## src/mf3_pkg.sv

```systemverilog
package mf3_pkg;

   localparam int MAX_WIDTH_DEF   = 2048;
   localparam int MAX_HEIGHT_DEF  = 4096;
   localparam int WIDTH_REG_BITS  = 12;
   localparam int HEIGHT_REG_BITS = 13;
   localparam int CSR_DATA_BITS   = 13;
   localparam int CSR_INDEX_BITS  = 1;
   localparam int PIX_BITS        = 8;

   localparam logic [WIDTH_REG_BITS-1:0]  WIDTH_RESET  = 12'd2048;
   localparam logic [HEIGHT_REG_BITS-1:0] HEIGHT_RESET = 13'd4096;

   // register indexes on the csr port
   localparam logic [CSR_INDEX_BITS-1:0] CSR_IMAGE_WIDTH  = 1'd0;
   localparam logic [CSR_INDEX_BITS-1:0] CSR_IMAGE_HEIGHT = 1'd1;

   // input item codes
   localparam logic CMD_PIXEL = 1'b0;
   localparam logic CMD_DRAIN = 1'b1;

   // result queue: depth and the room kept free for items in flight
   localparam int OQ_DEPTH   = 16;
   localparam int OQ_RESERVE = 8;

   typedef logic [PIX_BITS-1:0] pix_type;
   typedef logic [8:0][PIX_BITS-1:0] win_type;

   typedef struct packed {
      logic is_drain;
      logic top_is_mid;
      logic emit_a;
      logic a_left1;
      logic emit_b;
      logic b_left2;
   } op_type;

   typedef struct packed {
      logic emit_a;
      logic emit_b;
      logic fend;
   } med_ctl_type;

   typedef struct packed {
      pix_type median_out;
      logic    frame_end;
      logic    last_of_step;
   } rsp_item_type;

   function automatic win_type cx(win_type v, int i, int j);
      win_type r;
      r = v;
      if (v[j] < v[i]) begin
         r[i] = v[j];
         r[j] = v[i];
      end
      return r;
   endfunction

   // gather three columns of the window into a 3x3 block
   function automatic win_type pick(win_type w, int lc, int cc, int rc);
      win_type v;
      for (int r = 0; r < 3; r++) begin
         v[r*3+0] = w[r*3+lc];
         v[r*3+1] = w[r*3+cc];
         v[r*3+2] = w[r*3+rc];
      end
      return v;
   endfunction

   // first three levels of the median-of-9 network
   function automatic win_type med9_front(win_type v);
      win_type t;
      t = v;
      t = cx(t, 1, 2); t = cx(t, 4, 5); t = cx(t, 7, 8);
      t = cx(t, 0, 1); t = cx(t, 3, 4); t = cx(t, 6, 7);
      t = cx(t, 1, 2); t = cx(t, 4, 5); t = cx(t, 7, 8);
      return t;
   endfunction

   // remaining ten exchanges, result in the center slot
   function automatic pix_type med9_back(win_type v);
      win_type t;
      t = v;
      t = cx(t, 0, 3); t = cx(t, 5, 8); t = cx(t, 4, 7);
      t = cx(t, 3, 6); t = cx(t, 1, 4); t = cx(t, 2, 5);
      t = cx(t, 4, 7); t = cx(t, 4, 2); t = cx(t, 6, 4);
      t = cx(t, 4, 2);
      return t[4];
   endfunction

endpackage

```

## src/mf3_median.sv

```systemverilog
module mf3_median (
   input  logic                  clock,
   input  logic                  reset,
   input  logic                  med_valid,
   input  mf3_pkg::med_ctl_type  med_ctl,
   input  mf3_pkg::win_type      win_a,
   input  mf3_pkg::win_type      win_b,
   output logic                  push_a,
   output logic                  push_b,
   output mf3_pkg::rsp_item_type item_a,
   output mf3_pkg::rsp_item_type item_b
);
   import mf3_pkg::*;

   logic        s3_valid_ff;
   med_ctl_type s3_ctl_ff;
   win_type     s3_a_ff, s3_a_in, s3_b_ff, s3_b_in;

   assign s3_a_in = med9_front(win_a);
   assign s3_b_in = med9_front(win_b);

   always_ff @(posedge clock) begin
      if (reset) begin
         s3_valid_ff <= 1'b0;
      end else begin
         s3_valid_ff <= med_valid;
      end
   end

   always_ff @(posedge clock) begin
      s3_ctl_ff <= med_ctl;
      s3_a_ff   <= s3_a_in;
      s3_b_ff   <= s3_b_in;
   end

   assign push_a = s3_valid_ff && s3_ctl_ff.emit_a;
   assign push_b = s3_valid_ff && s3_ctl_ff.emit_b;

   always_comb begin
      item_a.median_out   = med9_back(s3_a_ff);
      item_a.frame_end    = 1'b0;
      item_a.last_of_step = !s3_ctl_ff.emit_b;
      item_b.median_out   = med9_back(s3_b_ff);
      item_b.frame_end    = s3_ctl_ff.fend;
      item_b.last_of_step = 1'b1;
   end
endmodule

```

## config.mk

```make
export PLATFORM = sky130hd
export DESIGN_NAME = mf3_median
export DESIGN_NICKNAME = d
export VERILOG_FILES = /design/src/mf3_pkg.sv /design/src/mf3_median.sv
export SDC_FILE = /design/constraint.sdc
export NUM_CORES = 1
export LEC_CHECK = 0
export BUFFER_PORTS_ARGS = -buffer_cell sky130_fd_sc_hd__clkbuf_2
export CAP_MARGIN = 20
export CORE_UTILIZATION = 25
export CTS_BUF_LIST = sky130_fd_sc_hd__clkbuf_16
export DETAILED_ROUTE_END_ITERATION = 10
export PLACE_DENSITY = 0.42
export SYNTH_ARGS = -nofsm -noshare
export SYNTH_HDL_FRONTEND = slang
export SYNTH_SLANG_ARGS = --single-unit
export TNS_END_PERCENT = 5
```

## constraint.sdc

```tcl
create_clock -name clock -period 34.9 [get_ports clock]
set_clock_uncertainty 0.1 [all_clocks]
set_input_delay 6.98 -clock clock [delete_from_list [all_inputs] [get_ports clock]]
set_output_delay 6.98 -clock clock [all_outputs]
set_load 0.02 [all_outputs]
```

Word-level counts from Yosys, hierarchy flattened
Cells that the tools add are included.
{"block": "word_totals", "regBits": 148, "input_bits": 150, "out_inout_bits": 22, "elab_cells": 105}
{"block": "op_classes", "n_lt_le_gt_ge": 38, "muxes": 42, "n_reduce_logical": 3}
{"op": "8-bit < comparator", "count": 38}
{"op": "16-bit two-way mux", "count": 18}
{"op": "8-bit two-way mux", "count": 24}
{"op": "1-bit logical AND", "count": 2}
{"op": "1-bit zero test", "count": 1}

Logic depth before layout (Yosys ltp)
Gate-level depths: netlist of the first run.
{"block": "depth", "depth_word": 12, "mapped_depth": 61, "depth_no_buf": 53}

Least setup slack after synthesis of the first run
OpenSTA, ideal clock, no wires.
{"block": "synth_timing", "kind": "reg-to-output", "from": "register s3_a_ff[37] in the netlist's numbering", "to": "output port item_a[3] in the netlist's numbering", "t_arrival_ps": 11252, "required_ps": 27820, "slack_ps": 16568, "path_stages_with_launch": 56, "n_path_buf": 5, "cell_sequence": "dfxtp_1 > inv_1 > ha_1 > a21o_1 > a21o_1 > a21o_1 > a21oi_4 > clkbuf_1 > clkbuf_1 > nand2_1 > o21ai_0 > ha_1 > a21oi_1 > o21ai_1 > a2111oi_2 > or2_1 > o311ai_4 > clkbuf_1 > [20 not listed] > a21oi_1 > nor2b_1 > o21ai_0 > nand2b_1 > a2111oi_0 > nand2_1 > nor3_2 > nor3b_4 > o32a_1 > ha_1 > a21oi_1 > nor2b_1 > o21ai_0 > nand2b_1 > a2111oi_0 > o211ai_1 > o21ai_2 > mux2i_1"}
{"element": "from (decl)", "line_no": "mf3_median.sv:17", "rtl": "win_type s3_a_ff, s3_a_in, s3_b_ff, s3_b_in;"}
{"element": "from (signal assigned)", "line_no": "mf3_median.sv:32", "rtl": "s3_a_ff <= s3_a_in;"}
{"element": "to (decl)", "line_no": "mf3_median.sv:10", "rtl": "output mf3_pkg::rsp_item_type item_a,"}

==> flow_summary.ini, run 1 <==
[route]
routedWlPerCell_um = 16.3
first_pass_iters = 5
drc = 0
drt-initial-drc-count = 588
detail-route-antenna-nets = 0
vias = 14677
via_per_inst = 4.74
drt_wl_total_um = 50500

[run]
max_cap_viol_count = 0

[grt]
grt_pass1_wl_um = 79100
grt.busiest_layer = met2
antenna_found_initial = 0
use_met3 = 0.0199
grt_max_degree = 36
first_global_vias = 14407
globalRouteMet1Util = 0.196
grt_overflow_total = 0
grtUsageTotal = 0.153
gr-usage-met2 = 0.262

[timing]
fin_setup_tns_ns = 0
slew_headroom = 0.331
setup_viol = 0
slew_viol_final = 0
worst-slew-pin-transition_ns = 1.00
hold_viol = 0
clock.fmax_ghz = 0.0485
fin_crit_ns = 20.62
period_share = 0.591
rsz0062_at_grt = false

[floorplanning]
die_x_um = 257
rows = 93
start_util = 0.253
die_h_um = 257
ios = 172
dieArea_sq_um = 66200
core-area_sq_um = 64500

[clock_network]
post-cts-setup-buffer-count = 0
clkSlewWorstSetupHoldPaths_ns = 0.08
clock-sinks = 148
cts_tree = built
cts_max_path_buffers = 2
cts_htree_levels = 4
hold_buffers = 0
numCtsBuffers = 17
clockRootBuffer = clkbuf_16
ctsResizeCount = 0

[finish]
fill_cells = 7020
final_layout_size_suffix_gt1_frac = 0.152
fin_nets = 2637
synthToLayoutAreaGrowth_pct = 14.6
diodes = 0

[yosys]
synthTopCellsByCount = 275 x inv_1, 260 x ha_1, 181 x nor2_1
synth_top_area_cell = ha_1
yosysMostFrequentCell = inv_1
syn_inst = 2098
synth_cell_type_count = 85
yosys-top-cells-area = ha_1 20%, dfxtp_1 18%, mux2i_1 11%
ys.flop_type = dfxtp_1
syn_nets = 2508
ys_ff_latch = 148
ys_seq_area_frac = 0.182
synth-async-reset-ratio = 0
synth_edf_count = 0
syn_avg_cell_area_sq_um = 7.76
synth-warning-count = 0
syn_area_sq_um = 16300
synth_top_area_frac = 0.200

[min_path]
min_from = med_ctl[2]
hp-class = input port to register
hold_depth = 1
holdPathEnd = s3_ctl_ff[2]

[placement]
dpl.hpwl_um = 42800
gp_congestion = 0.896
numPortBuffers = 169

[critical_path]
critPathLaunch = s3_a_ff[33]
cpPeakStageDelay_ns = 0.81
crit_top_cell = ha_1
crit_arrival_ns = 13.54
worstPathMaxFanout = 26
end_kind = output pin
path_class = register to output pin
crit_path_top_delay_cell = a31o_1
cp.required_ns = 27.82
cp-start-kind = register

[outcome]
outcome = finished, final reports clean
[metrics by stage]
stage / worst slack, ns / hold slack, ns / instance area [sq um] / instances / util
after global routing: 12.85 / 6.47 / 18700 / 3095 / 0.290
after detailed placement: 14.91 / 6.98 / 18000 / 3061 / 0.279
after floorplan: 16.57 / 6.91 / 16300 / 2098 / -
after global placement: 15.24 / 6.98 / 18000 / 3061 / 0.279
after CTS: 14.36 / 6.45 / 18600 / 3093 / 0.289
final: 14.28 / 6.50 / 18700 / 3095 / 0.290
[routing by layer]
metal,vias to the layer above,part of all wire,wire length (um)
met3,46,0.024,1230
met5,-,0,0
li1,7661,-,-
met2,199,0.47,24000
met1,6771,0.48,24100
met4,0,0.023,1170
[worst max-delay path, delay by kind of cell (launching register included)]
kind | cells | cell delay (ns)
AO/OA/AOI/OAI | 23 | 7.83
adder cells (fa/ha/maj) | 6 | 1.88
buffers and inverters | 2 | 0.32
flip-flops | 1 | 0.45
multiplexers | 3 | 0.95
AND/OR/NAND/NOR | 12 | 1.61
[state kept, by name, summed over array words and instances, names as in the netlist]
register / cells
item_b: 1
s3_ctl_ff: 2
s3_a_ff: 72
s3_valid_ff: 1
s3_b_ff: 72
[worst max-delay path by stage]
| stage | depth (start not counted) | to | slack (ns) |
|---|---|---|---|
| 3_3_place_gp | 47 | item_a[7] | 15.24 |
| 4_1_cts | 48 | item_a[6] | 14.36 |
| 5_1_grt | 48 | item_a[4] | 12.85 |
| 3_5_place_dp | 48 | item_a[6] | 14.91 |
| 6_report | 46 | item_a[6] | 14.28 |
| 2_1_floorplan | 55 | item_a[3] | 16.57 |
[kinds of logic (layout without fill, tap and decap cells)]
group,after synthesis,count (layout),synth area share
AO/OA/AOI/OAI,559,559,0.223
AND/OR/NAND/NOR,535,535,0.155
buffers and inverters,350,492,0.0845
adder cells (fa/ha/maj),263,263,0.202
multiplexers,240,240,0.153
flip-flops,148,148,0.182
other,2,2,0.000461
XOR/XNOR,1,1,0.000538
[cell type report]
class                      count  area (sq um)  area share
tap                          855          1070      0.0573
timing repair buffer         185           977      0.0523
clock inverter                15           215      0.0115
inverter                     275          1030      0.0553
sequential                   148          2960       0.159
clock buffer                  17           425      0.0228
multi-input combinational   1600         12000       0.642
[cell usage in the layout (no fill, tap or decap), types with 18 or more instances in the layout]
master | Yosys | routed
a21o_1 | 60 | 60
dfxtp_1 | 148 | 148
clkbuf_2 | 0 | 169
nand2b_1 | 39 | 39
nor2_1 | 181 | 180
mux2_2 | 60 | 60
ha_1 | 260 | 260
nand2_1 | 163 | 163
mux2i_1 | 174 | 174
a21oi_1 | 177 | 174
nand3_1 | 18 | 18
o21ai_0 | 153 | 153
inv_1 | 275 | 275
o21a_1 | 23 | 23
Power of run 1 is not shown: default switching activity piles up to over one toggle a cycle in this logic, so the estimate is an artifact.
==> run 2: changes to the inputs <==
--- a/config.mk
+++ b/config.mk
@@ -10,7 +10,7 @@
 export CORE_UTILIZATION = 25
 export CTS_BUF_LIST = sky130_fd_sc_hd__clkbuf_16
 export DETAILED_ROUTE_END_ITERATION = 10
-export PLACE_DENSITY = 0.42
+export PLACE_DENSITY = 0.43
 export SYNTH_ARGS = -nofsm -noshare
 export SYNTH_HDL_FRONTEND = slang
 export SYNTH_SLANG_ARGS = --single-unit
==> constraint.sdc (replaced) <==
create_clock -name clock -period 16.5 [get_ports clock]
set_clock_uncertainty 0.1 [all_clocks]
set_input_delay 3.3 -clock clock [delete_from_list [all_inputs] [get_ports clock]]
set_output_delay 3.3 -clock clock [all_outputs]
set_load 0.02 [all_outputs]
==> flow_summary.ini, run 2 (synthesis results as in run 1) <==
[route]
drt-initial-drc-count = 667
via_per_inst = 4.73
drc = 0
vias = 14668
first_pass_iters = 5
detail-route-antenna-nets = 0
routedWlPerCell_um = 16.1
drt_wl_total_um = 50000

[clock_network]
hold_buffers = 0
clockRootBuffer = clkbuf_16
numCtsBuffers = 17
cts_max_path_buffers = 2
cts_htree_levels = 4
clkSlewWorstSetupHoldPaths_ns = 0.06
cts_tree = built
clock-sinks = 148

[placement]
dpl.hpwl_um = 42500
numPortBuffers = 169
placed_cells = 3065
gp_congestion = 0.865
dpl_cell_area_sq_um = 18000

[timing]
clock.fmax_ghz = 0.0648
fin_crit_ns = 15.43
slew_viol_final = 0
worst-slew-pin-transition_ns = 1.00
setup_viol = 0
hold_viol = 0
hold-worst-slack_ns = 2.84
period_share = 0.935
slew_headroom = 0.331

[grt]
grt_overflow_total = 0
gr-usage-met2 = 0.258
first_global_vias = 14336
grt_pass1_wl_um = 78300
use_met3 = 0.0206
globalRouteMet1Util = 0.196
grt_max_degree = 36
grt.busiest_layer = met2
grtUsageTotal = 0.151
antenna_found_initial = 2

[run]
max_cap_viol_count = 0

[finish]
reg.largest.list = s3_a_ff (72), s3_b_ff (72), s3_ctl_ff (2)
stdcell_count = 3103
synthToLayoutAreaGrowth_pct = 14.9
fin_nets = 2643
layout_common_cells = 275 x inv_1, 260 x ha_1, 181 x nor2_1
finish.utilization = 0.290
fill_cells = 7006
final_layout_size_suffix_gt1_frac = 0.155
final_cell_area_sq_um = 18700
final_common_cell = inv_1

[critical_path]
cp-start-kind = register
path_buf_inv = 3
crit_arrival_ns = 12.03
crit_path_top_delay_cell = a2111oi_2
crit_family = compound AO/OA/AOI/OAI gates
crit_top_cell = a21oi_1
end_kind = output pin
cp.required_ns = 13.10
cpPeakStageDelay_ns = 0.49
worstPathMaxFanout = 16
path_class = register to output pin

[outcome]
outcome = finished, final reports clean

[floorplanning]
rows = 93
ios = 172
dieArea_sq_um = 66200
die_x_um = 257
start_util = 0.253
core-area_sq_um = 64500
die_h_um = 257

[min_path]
min_from = med_ctl[0]
hp-class = input port to register
holdPathEnd = item_b[1]
hold_depth = 1
-- run 2: final cells by class --
cell class                 count  area, sq um  share of cell area
sequential                   148         2960               0.158
antenna                        2         5.00            0.000267
tap                          855         1070              0.0572
clock inverter                15          170             0.00909
clock buffer                  17          425              0.0227
multi-input combinational   1600        12000               0.642
inverter                     275         1030              0.0552
timing repair buffer         191         1030              0.0548
-- run 2: worst max path at each step --
stage,start,endpoint,depth (start not counted)
5_1_grt,s3_a_ff[33],item_a[6],49
3_5_place_dp,s3_a_ff[33],item_a[6],48
2_1_floorplan,s3_a_ff[37],item_a[3],55
4_1_cts,s3_a_ff[33],item_a[6],47
3_3_place_gp,s3_a_ff[33],item_a[7],48
6_report,s3_a_ff[33],item_a[6],48
-- run 2: per-stage QoR --
step,setup WS [ns],TNS (ns)
6_report,1.07,0
5_1_grt,-0.000987,-0.000987
4_1_cts,0.314,0
3_5_place_dp,0.870,0
3_3_place_gp,1.14,0
2_1_floorplan,1.85,0
-- run 2: layer usage --
layer / vias to the layer above / part of all wire
li1: 7688 / -
met1: 6712 / 0.48
met2: 229 / 0.48
met3: 39 / 0.026
met4: 0 / 0.015
met5: - / 0
-- run 2: what timing repair did --
item                                    CTS  global route
resized for setup                         0             9
buffers inserted                          0             2
endpoints found under the hold margin     0             0
endpoints found under the setup margin    0            16
Power of run 2 is left out for the same reason.
