<file path="config.mk">
export PLATFORM = sky130hd
export DESIGN_NAME = mf3_outq
export DESIGN_NICKNAME = d
export VERILOG_FILES = /design/src/mf3_pkg.sv /design/src/mf3_outq.sv
export SDC_FILE = /design/constraint.sdc
export NUM_CORES = 1
export LEC_CHECK = 0
export BUFFER_PORTS_ARGS = -buffer_cell sky130_fd_sc_hd__buf_2
export CORE_ASPECT_RATIO = 1.25
export CORE_MARGIN = 2
export CORE_UTILIZATION = 38
export DETAILED_ROUTE_END_ITERATION = 12
export PLACE_DENSITY_LB_ADDON = 0.15
export SLEW_MARGIN = 20
export SYNTH_ARGS = -nofsm -noshare
export SYNTH_HDL_FRONTEND = slang
export SYNTH_SLANG_ARGS = --single-unit
</file>
<file path="constraint.sdc">
create_clock -name clock -period 2.9 [get_ports clock]
set_input_delay 0.29 -clock clock [delete_from_list [all_inputs] [get_ports clock]]
set_output_delay 0.29 -clock clock [all_outputs]
set_load 0.005 [all_outputs]
</file>
<file path="src/mf3_pkg.sv">
package mf3_pkg;

   localparam int MAX_WIDTH_DEF   = 2048;
   localparam int MAX_HEIGHT_DEF  = 4096;
   localparam int WIDTH_REG_BITS  = 12;
   localparam int HEIGHT_REG_BITS = 13;
   localparam int CSR_DATA_BITS   = 13;
   localparam int CSR_INDEX_BITS  = 1;
   localparam int PIX_BITS        = 8;

   localparam logic [WIDTH_REG_BITS-1:0]  WIDTH_RESET  = 12'd2048;
   localparam logic [HEIGHT_REG_BITS-1:0] HEIGHT_RESET = 13'd4096;

   // register indexes on the csr port
   localparam logic [CSR_INDEX_BITS-1:0] CSR_IMAGE_WIDTH  = 1'd0;
   localparam logic [CSR_INDEX_BITS-1:0] CSR_IMAGE_HEIGHT = 1'd1;

   // input item codes
   localparam logic CMD_PIXEL = 1'b0;
   localparam logic CMD_DRAIN = 1'b1;

   // result queue: depth and the room kept free for items in flight
   localparam int OQ_DEPTH   = 16;
   localparam int OQ_RESERVE = 8;

   typedef logic [PIX_BITS-1:0] pix_type;
   typedef logic [8:0][PIX_BITS-1:0] win_type;

   typedef struct packed {
      logic is_drain;
      logic top_is_mid;
      logic emit_a;
      logic a_left1;
      logic emit_b;
      logic b_left2;
   } op_type;

   typedef struct packed {
      logic emit_a;
      logic emit_b;
      logic fend;
   } med_ctl_type;

   typedef struct packed {
      pix_type median_out;
      logic    frame_end;
      logic    last_of_step;
   } rsp_item_type;

   function automatic win_type cx(win_type v, int i, int j);
      win_type r;
      r = v;
      if (v[j] < v[i]) begin
         r[i] = v[j];
         r[j] = v[i];
      end
      return r;
   endfunction

   // gather three columns of the window into a 3x3 block
   function automatic win_type pick(win_type w, int lc, int cc, int rc);
      win_type v;
      for (int r = 0; r < 3; r++) begin
         v[r*3+0] = w[r*3+lc];
         v[r*3+1] = w[r*3+cc];
         v[r*3+2] = w[r*3+rc];
      end
      return v;
   endfunction

   // first three levels of the median-of-9 network
   function automatic win_type med9_front(win_type v);
      win_type t;
      t = v;
      t = cx(t, 1, 2); t = cx(t, 4, 5); t = cx(t, 7, 8);
      t = cx(t, 0, 1); t = cx(t, 3, 4); t = cx(t, 6, 7);
      t = cx(t, 1, 2); t = cx(t, 4, 5); t = cx(t, 7, 8);
      return t;
   endfunction

   // remaining ten exchanges, result in the center slot
   function automatic pix_type med9_back(win_type v);
      win_type t;
      t = v;
      t = cx(t, 0, 3); t = cx(t, 5, 8); t = cx(t, 4, 7);
      t = cx(t, 3, 6); t = cx(t, 1, 4); t = cx(t, 2, 5);
      t = cx(t, 4, 7); t = cx(t, 4, 2); t = cx(t, 6, 4);
      t = cx(t, 4, 2);
      return t[4];
   endfunction

endpackage

</file>
<file path="src/mf3_outq.sv">
module mf3_outq (
   input  logic                  clock,
   input  logic                  reset,
   input  logic                  push_a,
   input  logic                  push_b,
   input  mf3_pkg::rsp_item_type item_a,
   input  mf3_pkg::rsp_item_type item_b,
   output logic                  space_ok,
   output logic                  out_valid,
   input  logic                  out_ready,
   output mf3_pkg::rsp_item_type out_item
);
   import mf3_pkg::*;

   localparam int PW = $clog2(OQ_DEPTH);
   localparam int CW = $clog2(OQ_DEPTH + 1);

   rsp_item_type mem_ff [OQ_DEPTH];
   logic [PW-1:0] wp_ff, wp_in, rp_ff, rp_in;
   logic [CW-1:0] count_ff, count_in;
   logic [1:0]    n_push;
   logic          pop;
   rsp_item_type  first;

   assign n_push = {1'b0, push_a} + {1'b0, push_b};
   assign pop    = out_valid && out_ready;
   assign first  = push_a ? item_a : item_b;

   always_comb begin
      wp_in    = wp_ff + PW'(n_push);
      rp_in    = rp_ff + PW'(pop);
      count_in = count_ff + CW'(n_push) - CW'(pop);
   end

   always_ff @(posedge clock) begin
      if (reset) begin
         wp_ff    <= '0;
         rp_ff    <= '0;
         count_ff <= '0;
      end else begin
         wp_ff    <= wp_in;
         rp_ff    <= rp_in;
         count_ff <= count_in;
      end
   end

   always_ff @(posedge clock) begin
      if (n_push != 2'd0) begin
         mem_ff[wp_ff] <= first;
      end
      if (push_a && push_b) begin
         mem_ff[wp_ff + PW'(1)] <= item_b;
      end
   end

   // keep room for every item still in the pipeline plus the one being taken
   assign space_ok  = (count_ff <= CW'(OQ_DEPTH - OQ_RESERVE));
   assign out_valid = (count_ff != '0);
   assign out_item  = mem_ff[rp_ff];

   a_no_overflow: assert property (@(posedge clock) disable iff (reset)
      (32'(count_ff) + 32'(n_push) <= OQ_DEPTH))
      else $error("result queue overflow");

   a_fend_is_last: assert property (@(posedge clock) disable iff (reset)
      (out_valid && out_item.frame_end) |-> out_item.last_of_step)
      else $error("frame end on an item that is not last of its step");

   a_count_tracks: assert property (@(posedge clock) disable iff (reset)
      (pop && n_push == 2'd0) |=> (count_ff == $past(count_ff) - CW'(1)))
      else $error("queue count out of step");

endmodule

</file>
Yosys cells after proc, flatten, opt, wreduce, memory -nomap -nowiden:

Memories as Yosys holds them, arrays and structs flattened. A register that Yosys moved wholly into a read port is not among the register bits.
Index checks and enable logic that the tools add are counted.

* input port bits: 25
* word-level logic and storage cells: 21
* memories kept: 1
* bits in registers: 13
* bits in writable memories: 160

Memory list
* mem_ff: depth 16, bits a word 10, read ports 1, clocked after Yosys merged registers in 1, write ports 2, line mf3_outq.sv:18 `rsp_item_type mem_ff [OQ_DEPTH];`

* muxes and demuxes: 6
* magnitude comparators: 1
* reductions and logical operators: 4
* add/subtract/negate cells: 6

Operators with widths (count)
* $mux W10: 1
* $add A5 B2 Y5: 1
* $le A5 B4 Y1 const B: 1
* $reduce_bool A5 Y1: 1
* $sub A5 B1 Y5: 1
* $add A4 B1 Y4: 1
* $add A4 B1 Y4 const B: 1
* $add A4 B2 Y4: 1
* $mux W1: 4
* $mux W4: 1
* $add A1 B1 Y2: 1
* $logic_and A1 B1 Y1: 2
* $reduce_bool A2 Y1: 1

Depth between registers and ports, before layout:

* depth in word-level cells: 4
* depth in mapped cells: 12
* mapped depth without buffers: 12

Worst setup path before layout:

No wires, ideal clock.

* path type: input to register
* start point: in push_a
* end point: reg count_ff[4]
* library setup time: 0.128 ns
* data required time: 2.772 ns
* arrival: 2.231 ns
* path slack: 0.541 ns
* stages on the path: 12
* cell sequence: buf_2 -> inv_1 -> ha_1 -> inv_1 -> ha_1 -> inv_1 -> ha_1 -> fa_1 -> a21oi_1 -> o21bai_1 -> xor2_1 -> nor2_1

* cells in the longest elaborated chain, start to end: 3

RTL lines
* start, declared: line mf3_outq.sv:4 `input logic push_a,`
* $add A1 B1 Y2: line mf3_outq.sv:25 `assign n_push = {1'b0, push_a} + {1'b0, push_b};`
* $add A5 B2 Y5: line mf3_outq.sv:32 `count_in = count_ff + CW'(n_push) - CW'(pop);`
* $sub A5 B1 Y5: line mf3_outq.sv:32
* end signal, assigned: line mf3_outq.sv:43 `count_ff <= count_in;`
* end, declared: line mf3_outq.sv:20 `logic [CW-1:0] count_ff, count_in;`

Every way passes these cells.
A chain may end at the register's enable or synchronous reset.

==> report_table.html <==
<table>
<tr><th>Metric</th><th>Value</th></tr>
<tr><th colspan="2">Outcome</th></tr>
<tr><td>Status</td><td>complete, no violations</td></tr>
<tr><th colspan="2">Synth</th></tr>
<tr><td>Synth area leader</td><td>sky130_fd_sc_hd__edfxtp_1</td></tr>
<tr><td>Average instance area after synthesis</td><td>13.4 sq um</td></tr>
<tr><td>Dominant cell by count in the synthesized netlist</td><td>sky130_fd_sc_hd__edfxtp_1</td></tr>
<tr><td>Commonest cells in the netlist</td><td>sky130_fd_sc_hd__edfxtp_1, sky130_fd_sc_hd__nor2_1, sky130_fd_sc_hd__mux2_2</td></tr>
<tr><td>Cell Area, Synth</td><td>9090 sq um</td></tr>
<tr><td>Yosys warnings</td><td>0</td></tr>
<tr><td>Net count after synthesis</td><td>721</td></tr>
<tr><td>Seq cells post-synth</td><td>173</td></tr>
<tr><td>Synthesized netlist cell count</td><td>679</td></tr>
<tr><td>Post-synthesis sequential area ratio</td><td>55.7%</td></tr>
<tr><td>Primary flip-flop cell chosen by synthesis mapping</td><td>sky130_fd_sc_hd__edfxtp_1</td></tr>
<tr><td>Largest cells by area after synthesis</td><td>sky130_fd_sc_hd__edfxtp_1, sky130_fd_sc_hd__mux2_2, sky130_fd_sc_hd__mux4_2, sky130_fd_sc_hd__nor2_1, sky130_fd_sc_hd__a21oi_1</td></tr>
<tr><td>Unique cell type count in the Yosys netlist</td><td>42</td></tr>
<tr><td>Area share of the largest cell type after synthesis</td><td>52.9%</td></tr>
<tr><td>Number of enable flip-flop cells after synthesis</td><td>160</td></tr>
<tr><td>Post-synth ARST share</td><td>0%</td></tr>
<tr><th colspan="2">Detailed routing</th></tr>
<tr><td>Pre-antenna DRT Iters</td><td>5</td></tr>
<tr><td>Antenna Nets Post-Route</td><td>0</td></tr>
<tr><td>Vias</td><td>5787</td></tr>
<tr><td>DR DRC count</td><td>0</td></tr>
<tr><td>Number of design-rule violations left by the first detailed-router iteration</td><td>511</td></tr>
<tr><td>Final wirelength</td><td>25800 microns</td></tr>
<tr><td>Via-to-Cell Ratio</td><td>5.66</td></tr>
<tr><td>Average wire length per cell after detail routing</td><td>25.3 microns</td></tr>
<tr><th colspan="2">Clocking</th></tr>
<tr><td>Worst-skew pair later-pin latency</td><td>430 ps</td></tr>
<tr><td>Number of buffers added by the clock tree synthesis step</td><td>17</td></tr>
<tr><td>Clk sinks</td><td>173</td></tr>
<tr><td>Setup Buffers After CTS</td><td>0</td></tr>
<tr><td>CTS resizes</td><td>0</td></tr>
<tr><td>Clock tree from TritonCTS</td><td>done</td></tr>
<tr><td>Clock tree buffer depth</td><td>2</td></tr>
<tr><td>Clock transition at path regs</td><td>70 ps</td></tr>
<tr><td>H-tree levels</td><td>4</td></tr>
<tr><td>Cts-stage hold buffer count</td><td>0</td></tr>
<tr><td>Root buffer cell</td><td>sky130_fd_sc_hd__clkbuf_16</td></tr>
<tr><th colspan="2">Timing</th></tr>
<tr><td>Worst-case clock skew</td><td>11.1 ps</td></tr>
<tr><td>Max transition margin</td><td>30.0%</td></tr>
<tr><td>Peak clock frequency supported by timing</td><td>396 MHz</td></tr>
<tr><td>Unrepaired setup endpoints after global routing</td><td>no</td></tr>
<tr><td>Share of the clock period used by the worst path after layout</td><td>87.1%</td></tr>
<tr><td>Minimum clock period</td><td>2530 ps</td></tr>
<tr><td>Final sum of negative setup slack</td><td>0 ps</td></tr>
<tr><td>Transition time at the pin with the least slew margin</td><td>1050 ps</td></tr>
<tr><td>Worst Hold Margin</td><td>187 ps</td></tr>
<tr><td>Setup slack of the critical path after layout</td><td>375 ps</td></tr>
<tr><td>Number of pins with negative max-slew slack in the final report</td><td>0</td></tr>
<tr><td>Total of endpoints with negative setup slack in the final report</td><td>0</td></tr>
<tr><td>Final hold viol count</td><td>0</td></tr>
<tr><th colspan="2">Floorplanning</th></tr>
<tr><td>DIE AREA</td><td>25200 sq um</td></tr>
<tr><td>IO Count</td><td>37</td></tr>
<tr><td>Die X</td><td>142 microns</td></tr>
<tr><td>Total number of placement rows</td><td>63</td></tr>
<tr><td>Chip height</td><td>177 microns</td></tr>
<tr><td>Initial core utilization</td><td>38.4%</td></tr>
<tr><td>Area of the placeable core</td><td>23600 sq um</td></tr>
<tr><th colspan="2">Placed design</th></tr>
<tr><td>Post-DP HPWL</td><td>17500 microns</td></tr>
<tr><td>Pre-CTS worst setup slack</td><td>469 ps</td></tr>
<tr><td>Port Buffer Count</td><td>36</td></tr>
<tr><td>RePlAce Congestion</td><td>0.829</td></tr>
<tr><td>Dpl cell area</td><td>9710 sq um</td></tr>
<tr><th colspan="2">Worst setup path</th></tr>
<tr><td>List of cells traversed by the critical path</td><td>buf_12 &gt; mux4_2 &gt; a22oi_1 &gt; nand2_1 &gt; buf_2</td></tr>
<tr><td>CP startpoint kind</td><td>flop</td></tr>
<tr><td>Cell with the largest stage delay on the worst path</td><td>sky130_fd_sc_hd__dfxtp_2</td></tr>
<tr><td>Max FO, Critical Path</td><td>30</td></tr>
<tr><td>Element type at the critical path end</td><td>primary output</td></tr>
<tr><td>Critical path data arrival time</td><td>2240 ps</td></tr>
<tr><td>Path type of the worst setup path</td><td>flop to primary output</td></tr>
<tr><td>Largest stage delay, worst path</td><td>570 ps</td></tr>
<tr><td>Data required time of the worst path</td><td>2610 ps</td></tr>
<tr><th colspan="2">Layout</th></tr>
<tr><td>Finished Core Util</td><td>43.8%</td></tr>
<tr><td>Inserted Diodes</td><td>0</td></tr>
<tr><td>Final std cell area, no fill</td><td>10400 sq um</td></tr>
<tr><td>Filler instances</td><td>2154</td></tr>
<tr><td>Area added between synthesis and finish</td><td>13.9%</td></tr>
<tr><td>Fraction of final layout cells with drive strength greater than 1</td><td>36.7%</td></tr>
<tr><td>Total Nets Final</td><td>759</td></tr>
<tr><th colspan="2">Run</th></tr>
<tr><td>Max-cap violations</td><td>0</td></tr>
<tr><th colspan="2">Power and ir drop</th></tr>
<tr><td>Fraction of power consumed by combinational cells</td><td>24.7%</td></tr>
<tr><td>Leakage power figure</td><td>3.57 nW</td></tr>
<tr><td>Sequential power share</td><td>41.0%</td></tr>
<tr><td>Switching Power</td><td>2.09 mW</td></tr>
<tr><td>Peak supply drop</td><td>438 uV</td></tr>
<tr><td>Switching portion of total power</td><td>28.4%</td></tr>
<tr><td>Power share of the clock group</td><td>34.3%</td></tr>
<tr><td>Int Pwr</td><td>5.27 mW</td></tr>
<tr><td>Power density over the cells</td><td>711 nW/um^2</td></tr>
<tr><th colspan="2">GRT</th></tr>
<tr><td>Initial antenna violation count</td><td>0</td></tr>
<tr><td>Number of global-route vias before repair</td><td>5973</td></tr>
<tr><td>Pin count of the biggest net entering global routing</td><td>33</td></tr>
<tr><td>Congestion Overflow GR</td><td>0</td></tr>
<tr><td>Global-route wire length before repair</td><td>38500 microns</td></tr>
<tr><td>Overall Global Routing Usage</td><td>21.4%</td></tr>
<tr><th colspan="2">Hold path</th></tr>
<tr><td>Worst min path class</td><td>primary input to flop</td></tr>
</table>
## per-layer routing
layer  track usage (%)  share of wire [%]
met3              3.79                5.0
met1              27.5                 42
met4              6.72                2.4
met5                 0                  0
met2              37.0                 51
## placed cells by master, fill, tap and decap left out, drive strengths merged, types with 2 or more instances in the layout
master,count
mux2,90
nor2b,9
mux2i,10
inv,21
nand3b,2
a21oi,85
fa,2
nand3,5
mux4,40
nand2,18
o21ai,2
bufinv,4
xor2,3
a22oi,21
dfxtp,13
nor3,4
clkinvlp,2
ha,15
xnor2,3
nor2,108
and2,2
buf,77
clkbuf,19
or3,2
a21o,2
edfxtp,160
or2,2
## state kept, by name (all words and copies together), names as in the netlist
register	cells
wp_ff	4
rp_ff	4
mem_ff	160
count_ff	5
## power groups by stage
| stage | Sequential (mW) | Clock (mW) | Combinational (mW) |
|---|---|---|---|
| 2_1_floorplan | 3.01 | 0 | 1.27 |
| 3_3_place_gp | 3.06 | 0 | 1.80 |
| 3_5_place_dp | 3.07 | 0 | 1.83 |
| 4_1_cts | 3.02 | 2.57 | 1.84 |
| 5_1_grt | 3.03 | 2.64 | 1.98 |
| 6_report | 3.02 | 2.53 | 1.82 |
## layout make-up
cell class,count,area [sq um],share of cell area (%)
multi-input cells,433,3710,35.8
clock inverters,13,199,1.92
flip-flops and latches,173,5070,49.0
well taps,292,365,3.53
inverters,15,56.3,0.544
repair buffers,77,513,4.96
clock buffers,19,443,4.28
## worst paths after layout
kind / slack [ps] / start / to / cells past startpoint
max: 370 / rp_ff[1]$_SDFF_PP0_ / out_item[6] / 5
min: 190 / reset / wp_ff[1]$_SDFF_PP0_ / 2
max reg2reg: 480 / count_ff[1]$_SDFF_PP0_ / count_ff[4]$_SDFF_PP0_ / 11
min reg2reg: 600 / count_ff[0]$_SDFF_PP0_ / count_ff[0]$_SDFF_PP0_ / 2
## through the flow
stage	instances	power [mW]
finish	1022	7.36
global route	1022	7.65
CTS	1022	7.42
detailed placement	990	4.90
global placement	990	4.86
floorplan	679	4.28
## critical path, delay by kind of cell, from the launching register on
family | cells | cell delay, ps
simple gates | 1 | 80
compound gates | 1 | 320
mux | 1 | 380
buf+inv | 2 | 440
flops | 1 | 570
## logic make-up after synthesis
logic type / Yosys count / synth area share, %
and+or+nand+nor: 157 / 8.03
buffers and inverters: 73 / 3.62
adders and majority gates: 17 / 2.51
AOI/OAI and AO/OA: 113 / 7.35
xor gates and xnor gates: 6 / 0.578
DFF: 173 / 55.7
muxes: 140 / 22.2
Power figures use the tool's default switching activity.
