<file path="src/mf3_pkg.sv">
package mf3_pkg;

   localparam int MAX_WIDTH_DEF   = 2048;
   localparam int MAX_HEIGHT_DEF  = 4096;
   localparam int WIDTH_REG_BITS  = 12;
   localparam int HEIGHT_REG_BITS = 13;
   localparam int CSR_DATA_BITS   = 13;
   localparam int CSR_INDEX_BITS  = 1;
   localparam int PIX_BITS        = 8;

   localparam logic [WIDTH_REG_BITS-1:0]  WIDTH_RESET  = 12'd2048;
   localparam logic [HEIGHT_REG_BITS-1:0] HEIGHT_RESET = 13'd4096;

   // register indexes on the csr port
   localparam logic [CSR_INDEX_BITS-1:0] CSR_IMAGE_WIDTH  = 1'd0;
   localparam logic [CSR_INDEX_BITS-1:0] CSR_IMAGE_HEIGHT = 1'd1;

   // input item codes
   localparam logic CMD_PIXEL = 1'b0;
   localparam logic CMD_DRAIN = 1'b1;

   // result queue: depth and the room kept free for items in flight
   localparam int OQ_DEPTH   = 16;
   localparam int OQ_RESERVE = 8;

   typedef logic [PIX_BITS-1:0] pix_type;
   typedef logic [8:0][PIX_BITS-1:0] win_type;

   typedef struct packed {
      logic is_drain;
      logic top_is_mid;
      logic emit_a;
      logic a_left1;
      logic emit_b;
      logic b_left2;
   } op_type;

   typedef struct packed {
      logic emit_a;
      logic emit_b;
      logic fend;
   } med_ctl_type;

   typedef struct packed {
      pix_type median_out;
      logic    frame_end;
      logic    last_of_step;
   } rsp_item_type;

   function automatic win_type cx(win_type v, int i, int j);
      win_type r;
      r = v;
      if (v[j] < v[i]) begin
         r[i] = v[j];
         r[j] = v[i];
      end
      return r;
   endfunction

   // gather three columns of the window into a 3x3 block
   function automatic win_type pick(win_type w, int lc, int cc, int rc);
      win_type v;
      for (int r = 0; r < 3; r++) begin
         v[r*3+0] = w[r*3+lc];
         v[r*3+1] = w[r*3+cc];
         v[r*3+2] = w[r*3+rc];
      end
      return v;
   endfunction

   // first three levels of the median-of-9 network
   function automatic win_type med9_front(win_type v);
      win_type t;
      t = v;
      t = cx(t, 1, 2); t = cx(t, 4, 5); t = cx(t, 7, 8);
      t = cx(t, 0, 1); t = cx(t, 3, 4); t = cx(t, 6, 7);
      t = cx(t, 1, 2); t = cx(t, 4, 5); t = cx(t, 7, 8);
      return t;
   endfunction

   // remaining ten exchanges, result in the center slot
   function automatic pix_type med9_back(win_type v);
      win_type t;
      t = v;
      t = cx(t, 0, 3); t = cx(t, 5, 8); t = cx(t, 4, 7);
      t = cx(t, 3, 6); t = cx(t, 1, 4); t = cx(t, 2, 5);
      t = cx(t, 4, 7); t = cx(t, 4, 2); t = cx(t, 6, 4);
      t = cx(t, 4, 2);
      return t[4];
   endfunction

endpackage

</file>
<file path="src/mf3_ctrl.sv">
module mf3_ctrl #(
   parameter int MAX_WIDTH  = mf3_pkg::MAX_WIDTH_DEF,
   parameter int MAX_HEIGHT = mf3_pkg::MAX_HEIGHT_DEF,
   parameter int AW = (MAX_WIDTH > 1) ? $clog2(MAX_WIDTH) : 1,
   parameter int HW = (MAX_HEIGHT > 1) ? $clog2(MAX_HEIGHT) : 1
) (
   input  logic                                 clock,
   input  logic                                 reset,
   input  logic                                 csr_we,
   input  logic [mf3_pkg::CSR_INDEX_BITS-1:0]   csr_index,
   input  logic [mf3_pkg::CSR_DATA_BITS-1:0]    csr_wdata,
   input  logic                                 accept,
   input  logic                                 command,
   output logic                                 act,
   output mf3_pkg::op_type                      op,
   output logic [AW-1:0]                        addr
);
   import mf3_pkg::*;

   logic [WIDTH_REG_BITS-1:0]  width_ff, width_in;
   logic [HEIGHT_REG_BITS-1:0] height_ff, height_in;
   logic [AW-1:0] col_ff, col_in;
   logic [HW-1:0] row_ff, row_in;
   logic          done_ff, done_in;
   logic [AW-1:0] w_m1;
   logic [HW-1:0] h_m1;
   logic          is_pixel, is_drain, at_row_end;

   // clamp the size registers into 1..max, kept as size minus one
   always_comb begin
      if (width_ff == '0) begin
         w_m1 = '0;
      end else if (32'(width_ff) > 32'(MAX_WIDTH)) begin
         w_m1 = AW'(MAX_WIDTH - 1);
      end else begin
         w_m1 = AW'(width_ff - 12'd1);
      end
      if (height_ff == '0) begin
         h_m1 = '0;
      end else if (32'(height_ff) > 32'(MAX_HEIGHT)) begin
         h_m1 = HW'(MAX_HEIGHT - 1);
      end else begin
         h_m1 = HW'(height_ff - 13'd1);
      end
   end

   assign is_pixel   = (command == CMD_PIXEL) && !done_ff;
   assign is_drain   = (command == CMD_DRAIN) && done_ff;
   assign act        = accept && (is_pixel || is_drain);
   assign at_row_end = (col_ff >= w_m1);
   assign addr       = col_ff;

   always_comb begin
      op.is_drain   = is_drain;
      op.a_left1    = (col_ff == AW'(1));
      op.b_left2    = (col_ff == '0);
      if (is_drain) begin
         op.top_is_mid = (row_ff == '0);
         op.emit_a     = (col_ff != '0);
         op.emit_b     = at_row_end;
      end else begin
         op.top_is_mid = (row_ff == HW'(1));
         op.emit_a     = (row_ff != '0) && (col_ff != '0);
         op.emit_b     = (row_ff != '0) && at_row_end;
      end
   end

   always_comb begin
      width_in  = width_ff;
      height_in = height_ff;
      col_in    = col_ff;
      row_in    = row_ff;
      done_in   = done_ff;
      if (csr_we) begin
         case (csr_index)
            CSR_IMAGE_WIDTH:  width_in  = csr_wdata[WIDTH_REG_BITS-1:0];
            CSR_IMAGE_HEIGHT: height_in = csr_wdata[HEIGHT_REG_BITS-1:0];
            default: ;
         endcase
      end
      if (act) begin
         if (!at_row_end) begin
            col_in = col_ff + AW'(1);
         end else if (is_drain) begin
            // frame complete: back to the start
            col_in  = '0;
            row_in  = '0;
            done_in = 1'b0;
         end else begin
            col_in = '0;
            if (row_ff >= h_m1) begin
               done_in = 1'b1;
            end else begin
               row_in = row_ff + HW'(1);
            end
         end
      end
   end

   always_ff @(posedge clock) begin
      if (reset) begin
         width_ff  <= WIDTH_RESET;
         height_ff <= HEIGHT_RESET;
         col_ff    <= '0;
         row_ff    <= '0;
         done_ff   <= 1'b0;
      end else begin
         width_ff  <= width_in;
         height_ff <= height_in;
         col_ff    <= col_in;
         row_ff    <= row_in;
         done_ff   <= done_in;
      end
   end

   a_drain_starts_at_zero: assert property (@(posedge clock) disable iff (reset)
      $rose(done_ff) |-> (col_ff == '0))
      else $error("drain phase entered with nonzero column");

   a_act_needs_accept: assert property (@(posedge clock) disable iff (reset)
      act |-> (is_pixel != is_drain))
      else $error("item both pixel and drain");

   a_row_end_clears_col: assert property (@(posedge clock) disable iff (reset)
      (act && at_row_end) |=> (col_ff == '0))
      else $error("column not cleared at end of row");

endmodule

</file>
<file path="config.mk">
export PLATFORM = sky130hd
export DESIGN_NAME = mf3_ctrl
export DESIGN_NICKNAME = d
export VERILOG_FILES = /design/src/mf3_pkg.sv /design/src/mf3_ctrl.sv
export SDC_FILE = /design/constraint.sdc
export NUM_CORES = 1
export LEC_CHECK = 0
export BUFFER_PORTS_ARGS = -buffer_cell sky130_fd_sc_hd__buf_2
export CORE_MARGIN = 4
export CORE_UTILIZATION = 50
export CTS_CLUSTER_DIAMETER = 80
export CTS_CLUSTER_SIZE = 10
export DETAILED_ROUTE_END_ITERATION = 16
export GPL_TIMING_DRIVEN = 0
export PLACE_DENSITY = 0.66
export SETUP_SLACK_MARGIN = 0.1
export SKIP_LAST_GASP = 1
export SLEW_MARGIN = 20
export SYNTH_ARGS = -nofsm -noshare
export SYNTH_HDL_FRONTEND = slang
export SYNTH_SLANG_ARGS = --single-unit
export TNS_END_PERCENT = 10
</file>
<file path="constraint.sdc">
create_clock -name clock -period 6.55 [get_ports clock]
set_input_delay 0.655 -clock clock [delete_from_list [all_inputs] [get_ports clock]]
set_output_delay 0.655 -clock clock [all_outputs]
set_load 0.05 [all_outputs]
</file>
=== After elaboration in Yosys (flattened, before gate mapping) ===
Cells that the tools add are included.

* Bits of input ports: 19
* Bits in latches: 0
* Memory bits (read-only): 0
* Memory bits (writable): 0
* Flip-flop bits (word level): 49
* Memories kept: 0
* Word-level logic and storage cells: 47

* Bitwise gates (word level): 2
* Add/sub/neg operators: 4
* Reduce and logical (&&, ||, !) cells: 18
* $mul: 0
* Muxes and demuxes: 11
* Divide/modulo/power cells: 0
* Equal/unequal tests: 3
* Magnitude comparators: 4
* Shift operators: 0

{| class="wikitable"
|+ Operators with widths
! operator !! number
|-
| $mux W12 || 4
|-
| $mux W11 || 3
|-
| $logic_not A12 Y1 || 2
|-
| $gt A13 B13 Y1 const B || 1
|-
| $logic_not A13 Y1 || 1
|-
| $add A12 B1 Y12 const B || 1
|-
| $eq A12 B1 Y1 const B || 1
|-
| $ge A12 B12 Y1 || 1
|-
| $gt A12 B12 Y1 const B || 1
|-
| $reduce_bool A12 Y1 || 1
|-
| $sub A12 B1 Y12 const B || 1
|-
| $add A11 B1 Y11 const B || 1
|-
| $eq A11 B1 Y1 const B || 1
|-
| $ge A11 B11 Y1 || 1
|-
| $logic_not A11 Y1 || 1
|-
| $reduce_bool A11 Y1 || 1
|-
| $sub A11 B1 Y11 const B || 1
|-
| $reduce_and A3 Y1 || 2
|-
| $logic_and A1 B1 Y1 || 5
|-
| $reduce_and A2 Y1 || 2
|-
| $mux W1 || 3
|-
| $mux W2 || 1
|-
| $ne A2 B2 Y1 const B || 1
|-
| $not A1 Y1 || 2
|-
| 3 further kinds || 3
|}

=== Logic depth before layout (Yosys ltp) ===
Gate-level depths: netlist (run 1).

* Word-level depth: 6
* Gate-level depth with buffers: 16

=== Worst setup path after synthesis (run 1) ===
Ideal clock, no wire load.

* Kind: reg2out
* Start: register width_ff[4]
* End: output port op[1] in the netlist's numbering
* Required time: 5.895 ns
* Arrival time: 3.519 ns
* Cell stages (with the launch flop): 12
* Path slack: 2.376 ns
* Buffers on the path: 1
* Path through: dfxtp_1 > or3_1 > nor4_1 > and4b_1 > inv_1 > buf_2 > maj3_1 > ha_1 > nor2b_1 > o21ai_0 > a21oi_1 > a21boi_0

{| class="wikitable"
|+ RTL lines
! item !! line !! source
|-
| from (decl) || mf3_ctrl.sv:20 || <nowiki>logic [WIDTH_REG_BITS-1:0] width_ff, width_in;</nowiki>
|-
| from (signal assigned) || mf3_ctrl.sv:108 || <nowiki>width_ff <= width_in;</nowiki>
|-
| to (decl) || mf3_ctrl.sv:15 || <nowiki>output mf3_pkg::op_type op,</nowiki>
|}

==> summary.txt, run 1 <==
Floorplanning
  – Num rows: 29
  – Die Y: 90.7 um
  – Die area: 0.00823 mm^2
  – Core Region: 0.00649 mm^2
  – I/O pin count: 37
  – Die W: 90.7 um
  – Initial Util: 52.7%

Clocking
  – TritonCTS clock tree: done
  – CTS root buf: clkbuf_8
  – TritonCTS Buffers: 5
  – Clock Sinks: 49
  – Worst-skew pair later-pin latency: 300 ps
  – Post-CTS Resized: 0
  – Clock Tree Buf Depth: 2
  – Post-CTS setup buffers: 0
  – Worst-path clk slew: 90 ps
  – Hold buffer count at cts: 0
  – H-tree Lvls: 2

Placed design
  – PortBufs: 35
  – Gpl congestion: 0.892
  – Detailed Place HPWL: 6.65 mm
  – Placement-stage cell area: 0.00369 mm^2
  – Placed Instances: 563
  – Place WS: 2410 ps

Synth
  – Top cell type's share of synthesized area: 28.7%
  – Mapped Cells: 451
  – Yosys top cell by area: dfxtp_1
  – Number of distinct library cells after synthesis: 55
  – Syn avg cell area: 7.58 um^2
  – Synthesized flop and latch total: 49
  – Number of synthesized flops with an enable pin: 0
  – Async S/R FF share, synth: 0%
  – Syn_nets: 503
  – Seq/Total Area, Yosys: 28.7%
  – Synth warn: 0
  – Top_reg_cell synth: dfxtp_1
  – Mapped Area: 0.00342 mm^2
  – Synth top area cells: dfxtp_1, ha_1, a21oi_1

Drt
  – DR WL/cell: 14.8 um
  – Final WL: 8.45 mm
  – Drt drc: 0
  – Antenna Nets Post-Route: 0
  – Vias after detailed routing: 3294
  – Drt first pass iters: 5
  – Via density: 5.77
  – DRT iter0 DRCs: 194

Timing
  – Pins over their slew limit: 0
  – Setup Skew: 8.47 ps
  – Worst hold margin: 494 ps
  – RSZ-0062 raised after global routing: false
  – Final period util: 64.7%
  – Setup TNS: 0 ps
  – Fin crit period: 4240 ps
  – Final hold violation count: 0
  – Measured slew at the worst slew-check pin: 707 ps
  – Final worst slack: 2310 ps
  – Final setup violation count: 0
  – Max Freq: 236 MHz
  – Slew headroom: 51.6%

Critical path
  – CP endpoint kind: output pin
  – Worst path bufs/invs: 3
  – Cell at the slowest stage of the critical path: or3_1
  – WP data required: 5890 ps
  – Worst setup SP type: flip-flop
  – Max incr delay on CP: 430 ps
  – CP most frequent cell: buf_2
  – Data arrival, critical path: 3590 ps
  – CP top delay family: simple AND/OR/NAND/NOR gates
  – Crit-path max FO: 10
  – Worst-path cell chain: or3_1, nor4_1, and4b_1, inv_1, buf_2, maj3_1, ha_1, nor2b_1, o21ai_0, a21oi_1, a21boi_0, buf_2
  – CP Class: reg2out

Global route
  – Initial antenna violation count: 0
  – First-pass GRT wire length: 14.2 mm
  – Vias in the first global route: 2967
  – Largest net degree at the start of global routing: 16
  – Residual overflow from global routing: 0
  – Gr usage total: 20.4%

Job
  – Max capacitance violation total: 0

Layout
  – Area Growth Syn to Fin: 11.4%
  – Inserted Diodes: 0
  – Fillers: 621
  – Util after Layout: 58.7%
  – Post-Layout Cell Count: 571
  – Fraction of layout cells with a size suffix above 1: 11.1%
  – Final #Nets: 545
  – Finished Cell Area: 0.00381 mm^2

Power and ir drop
  – Worst vdd ir: 0.0922 mV
  – Leakage: 1.61 nW
  – Total power: 0.725 mW
  – Pwr Density: 190 mW/mm^2

Outcome
  – Status: finished clean

Worst hold path
  – Hold Crit Class: reg2reg
-- worst min-delay path: cells and delay by family, from the launching register on --
kind,cells,cell delay (ps)
AND/OR/NAND/NOR,1,60
flip-flops,1,340
AO/OA/AOI/OAI,1,50
-- synth_stat cells (3+ instances only) --
master,count
and2_1,3
nor3_1,10
ha_1,33
buf_2,3
a31o_2,3
nand4_1,6
and3_1,7
xnor2_1,12
maj3_1,3
o211ai_1,3
nor2_1,31
or4_1,5
nor2b_1,8
or3_1,3
a22oi_1,4
a21oi_1,58
xor2_1,12
clkbuf_1,16
nand2_1,76
inv_1,17
o21ai_0,14
nand2b_1,5
a21o_1,4
dfxtp_1,49
nand3_1,10
a21boi_0,8
nor4_1,8
-- flip-flops by register name, summed over array words and instances, names as in the netlist --
register   cells
height_ff     13
row_ff        12
width_ff      12
addr          11
done_ff        1
-- layout by cell type, fill, tap and decap left out, types with 2 or more instances in the layout --
cell type and count:
and2_1 3, nand2_1 76, a21boi_0 8, a2111oi_0 2, mux2i_1 2, a21oi_1 58, xnor2_1 12, clkinv_1 2
nor3b_1 2, nor4_1 8, a41o_1 2, maj3_1 3, or3b_2 2, nor3_1 10, clkbuf_1 16, o32ai_1 2
clkbuf_8 6, o21a_1 2, nor2_1 31, a21o_1 4, and4_1 2, a22oi_1 4, ha_1 33, nand2b_1 5
o211ai_1 3, a211oi_1 2, o31ai_1 2, dfxtp_1 49, a211o_1 2, and3_1 7, o21ai_0 14, xor2_1 12
a31o_2 3, or3_1 3, nand3_1 10, buf_2 38, or4_1 5, nand4_1 6, inv_1 17, nor2b_1 8
-- metal layers --
layer | wire [um] | vias up | track usage (%)
met2 | 4160 | 67 | 33.8
met1 | 3900 | 1528 | 28.0
met3 | 347 | 4 | 3.00
met5 | 0 | - | 0
met4 | 46 | 0 | 4.46
li1 | - | 1695 | -
-- power by group --
group | internal (mW) | leakage [nW] | switching (mW)
clock network | 0.124 | 0.0574 | 0.103
registers | 0.309 | 0.399 | 0.0161
logic | 0.0692 | 1.15 | 0.103
-- path summary, 6_finish.rpt --
kind / start / to / slack, ps / cells past startpoint
worst max-delay path: width_ff[4]$_SDFFE_PP0P_ / op[1] / 2310 / 12
worst min-delay path: width_ff[1]$_SDFFE_PP0P_ / width_ff[1]$_SDFFE_PP0P_ / 490 / 2
worst max register to register: height_ff[0]$_SDFFE_PP0P_ / row_ff[2]$_SDFFE_PP0P_ / 2320 / 16
worst min register to register: width_ff[1]$_SDFFE_PP0P_ / width_ff[1]$_SDFFE_PP0P_ / 490 / 2
-- layout make-up --
class                      count  area, um^2  area share (%)
tap                           77        96.3            2.53
multi-input combinational    363        2290            60.0
sequential                    49         981            25.7
inverter                      19        71.3            1.87
clock buffer                   6        82.6            2.17
clock inverter                 2        37.5           0.985
buffer                        20        82.6            2.17
timing repair buffer          35         175            4.59
-- kinds of logic (layout without fill, tap and decap cells) --
group                    Yosys count  count (layout)  synth area share (%)
adder cells (fa/ha/maj)           36              36                  12.9
AO/OA/AOI/OAI                    118             118                  21.5
multiplexers                       2               2                 0.585
XOR/XNOR                          24              24                  6.14
AND/OR/NAND/NOR                  183             183                  25.7
flip-flops                        49              49                  28.7
buffers and inverters             39              82                  4.50
(Power assumes the default switching activity.)
==> run 2: changes to the inputs <==
PLACE_DENSITY = 0.68   (was 0.66)
clock period = 3.74 ns   (was 6.55 ns; I/O delays follow)
==> summary.txt, run 2 (synthesized netlist as in run 1, its figures left out) <==
Global route
  – Gr usage total: 20.9%
  – Vias in the first global route: 3112
  – Largest net degree at the start of global routing: 19
  – Residual overflow from global routing: 0
  – Initial antenna violation count: 0
  – First-pass GRT wire length: 14.5 mm

Timing
  – Pins over their slew limit: 0
  – Final hold violation count: 0
  – Setup Skew: 8.95 ps
  – RSZ-0062 raised after global routing: true
  – Fin crit period: 3720 ps
  – Max Freq: 269 MHz
  – Slew headroom: 61.1%
  – Final setup violation count: 0
  – Measured slew at the worst slew-check pin: 578 ps
  – Final period util: 99.3%

Job
  – Max capacitance violation total: 0

Floorplanning
  – Die W: 90.7 um
  – Num rows: 29
  – Initial Util: 52.7%
  – Die Y: 90.7 um
  – I/O pin count: 37
  – Core Region: 0.00649 mm^2
  – Die area: 0.00823 mm^2

Layout
  – Most frequent cells in the layout: nand2_1, a21oi_1, dfxtp_1
  – Fillers: 584
  – Fraction of layout cells with a size suffix above 1: 20.0%
  – Final #Nets: 560
  – Most common cell after layout, fill and taps aside: nand2_1
  – Regs by FF count: height_ff x13, row_ff x12, width_ff x12
  – Util after Layout: 63.2%
  – Top reg by flops: height_ff
  – Inserted Diodes: 0
  – Max reg flops: 13
  – Area Growth Syn to Fin: 20.0%

Critical path
  – CP endpoint kind: flip-flop
  – R2r endpoint: row_ff[6]$_SDFFE_PP0P_
  – Max incr delay on CP: 420 ps
  – Worst setup SP type: flip-flop
  – Worst-path cell chain: inv_2, ha_4, nand2_4, or3_4, buf_6, or3_4, buf_6, o21a_4, nor3_2, ha_1, a21o_1, a21o_1, or2_4, a211o_1, or4_4, a21oi_2
  – WP data required: 4000 ps
  – Worst path bufs/invs: 3
  – Cell at the slowest stage of the critical path: or4_4
  – FF-to-FF path depth: 16
  – Crit-path max FO: 5
  – CP top delay family: simple AND/OR/NAND/NOR gates
  – Reg2reg setup slack: 20 ps
  – CP Class: reg2reg
  – Data arrival, critical path: 3970 ps
  – Crit Reg-Reg Startpoint: height_ff[0]$_SDFFE_PP0P_

Outcome
  – Status: finished clean

Clocking
  – Worst-skew pair later-pin latency: 320 ps
  – CTS root buf: clkbuf_8
  – Clock Sinks: 49
  – TritonCTS clock tree: done
  – H-tree Lvls: 2
  – Worst-path clk slew: 110 ps
  – TritonCTS Buffers: 5
  – Clock Tree Buf Depth: 2

Drt
  – DR WL/cell: 14.5 um
  – Drt first pass iters: 5
  – Drt drc: 0
  – Vias after detailed routing: 3328
  – Final WL: 8.52 mm
  – Via density: 5.68
  – DRT iter0 DRCs: 202
  – Antenna Nets Post-Route: 0

Power and ir drop
  – Pwr Density: 311 mW/mm^2
  – Worst vdd ir: 0.204 mV
  – Leakage: 1.71 nW
  – Total power: 1.28 mW

Worst hold path
  – Hold endpoint: height_ff[12]$_SDFFE_PP1P_
  – Hold Crit Class: in2reg
  – Critical hold path startpoint: csr_wdata[12]
  – Worst hold stages: 3

Placed design
  – Detailed Place HPWL: 6.40 mm
  – PortBufs: 35
  – Gpl congestion: 0.924
-- run 2: cell count changes in the layout (fill, tap and decap cells not counted), sizes merged --
cell,before,now
clkbuf,22,21
bufinv,1,0
inv,17,20
clkinvlp,1,0
buf,39,54
-- run 2: power breakdown --
| part | leakage (nW) | switching, mW | total (mW) | internal [mW] |
|---|---|---|---|---|
| clock network | 0.0511 | 0.209 | 0.351 | 0.142 |
| logic | 1.26 | 0.196 | 0.355 | 0.159 |
| registers | 0.400 | 0.0290 | 0.571 | 0.542 |
| total | 1.71 | 0.434 | 1.28 | 0.843 |
-- run 2: worst max-delay path by stage --
| stage | startpoint | to | slack [ps] | cells past startpoint |
|---|---|---|---|---|
| 2_1_floorplan | height_ff[0]$_SDFFE_PP0P_ | row_ff[11]$_SDFFE_PP0P_ | 120 | 16 |
| 3_3_place_gp | width_ff[4]$_SDFFE_PP0P_ | addr[10]$_SDFFE_PP0P_ | -310 | 15 |
| 3_5_place_dp | height_ff[0]$_SDFFE_PP0P_ | row_ff[3]$_SDFFE_PP0P_ | -400 | 16 |
| 4_1_cts | height_ff[0]$_SDFFE_PP0P_ | row_ff[7]$_SDFFE_PP0P_ | 60 | 16 |
| 5_1_grt | width_ff[4]$_SDFFE_PP0P_ | op[1] | -130 | 11 |
| 6_report | height_ff[0]$_SDFFE_PP0P_ | row_ff[6]$_SDFFE_PP0P_ | 20 | 16 |
-- run 2: area by class of cell --
class	instances	area [um^2]	share of cell area, %
multi-input combinational	363	2450	59.7
tap	77	96.3	2.35
clock buffer	5	68.8	1.68
sequential	49	986	24.0
clock inverter	3	28.8	0.701
timing repair buffer	50	303	7.38
inverter	19	71.3	1.74
buffer	20	100	2.44
-- run 2: what timing repair did --
item	in CTS	in global routing
setup buffers	10	5
cloned	0	0
hold buffers	0	0
resized for setup	28	21
pin swaps	15	14
endpoints found under the setup margin	24	25
-- run 2: per-stage QoR --
stage          hold slack, ps  instance area, um^2  instances  worst slack [ps]  setup TNS [ps]
6_report                  287                 4100        586              24.4               0
5_1_grt                   292                 4100        586              -127           -1400
4_1_cts                   283                 3980        581              56.7               0
3_5_place_dp              460                 3690        563              -403           -6840
3_3_place_gp              460                 3690        563              -315           -4850
2_1_floorplan             444                 3420        451               120               0
-- run 2: worst reg2reg max path, stage by stage (launching register included) --
cell and delay (ps):
dfxtp_2 340, inv_2 70, ha_4 150, nand2_4 50, or3_4 380, buf_6 120
or3_4 330, buf_6 130, o21a_4 200, nor3_2 160, ha_1 270, a21o_1 160
a21o_1 190, or2_4 290, a211o_1 310, or4_4 420, a21oi_2 110
-- run 2: per-layer routing --
metal / routed length (um) / vias to the layer above / track usage [%]
li1: - / 1725 / -
met1: 4150 / 1514 / 28.9
met2: 3840 / 85 / 33.2
met3: 483 / 4 / 4.50
met4: 53 / 0 / 4.85
met5: 0 / - / 0
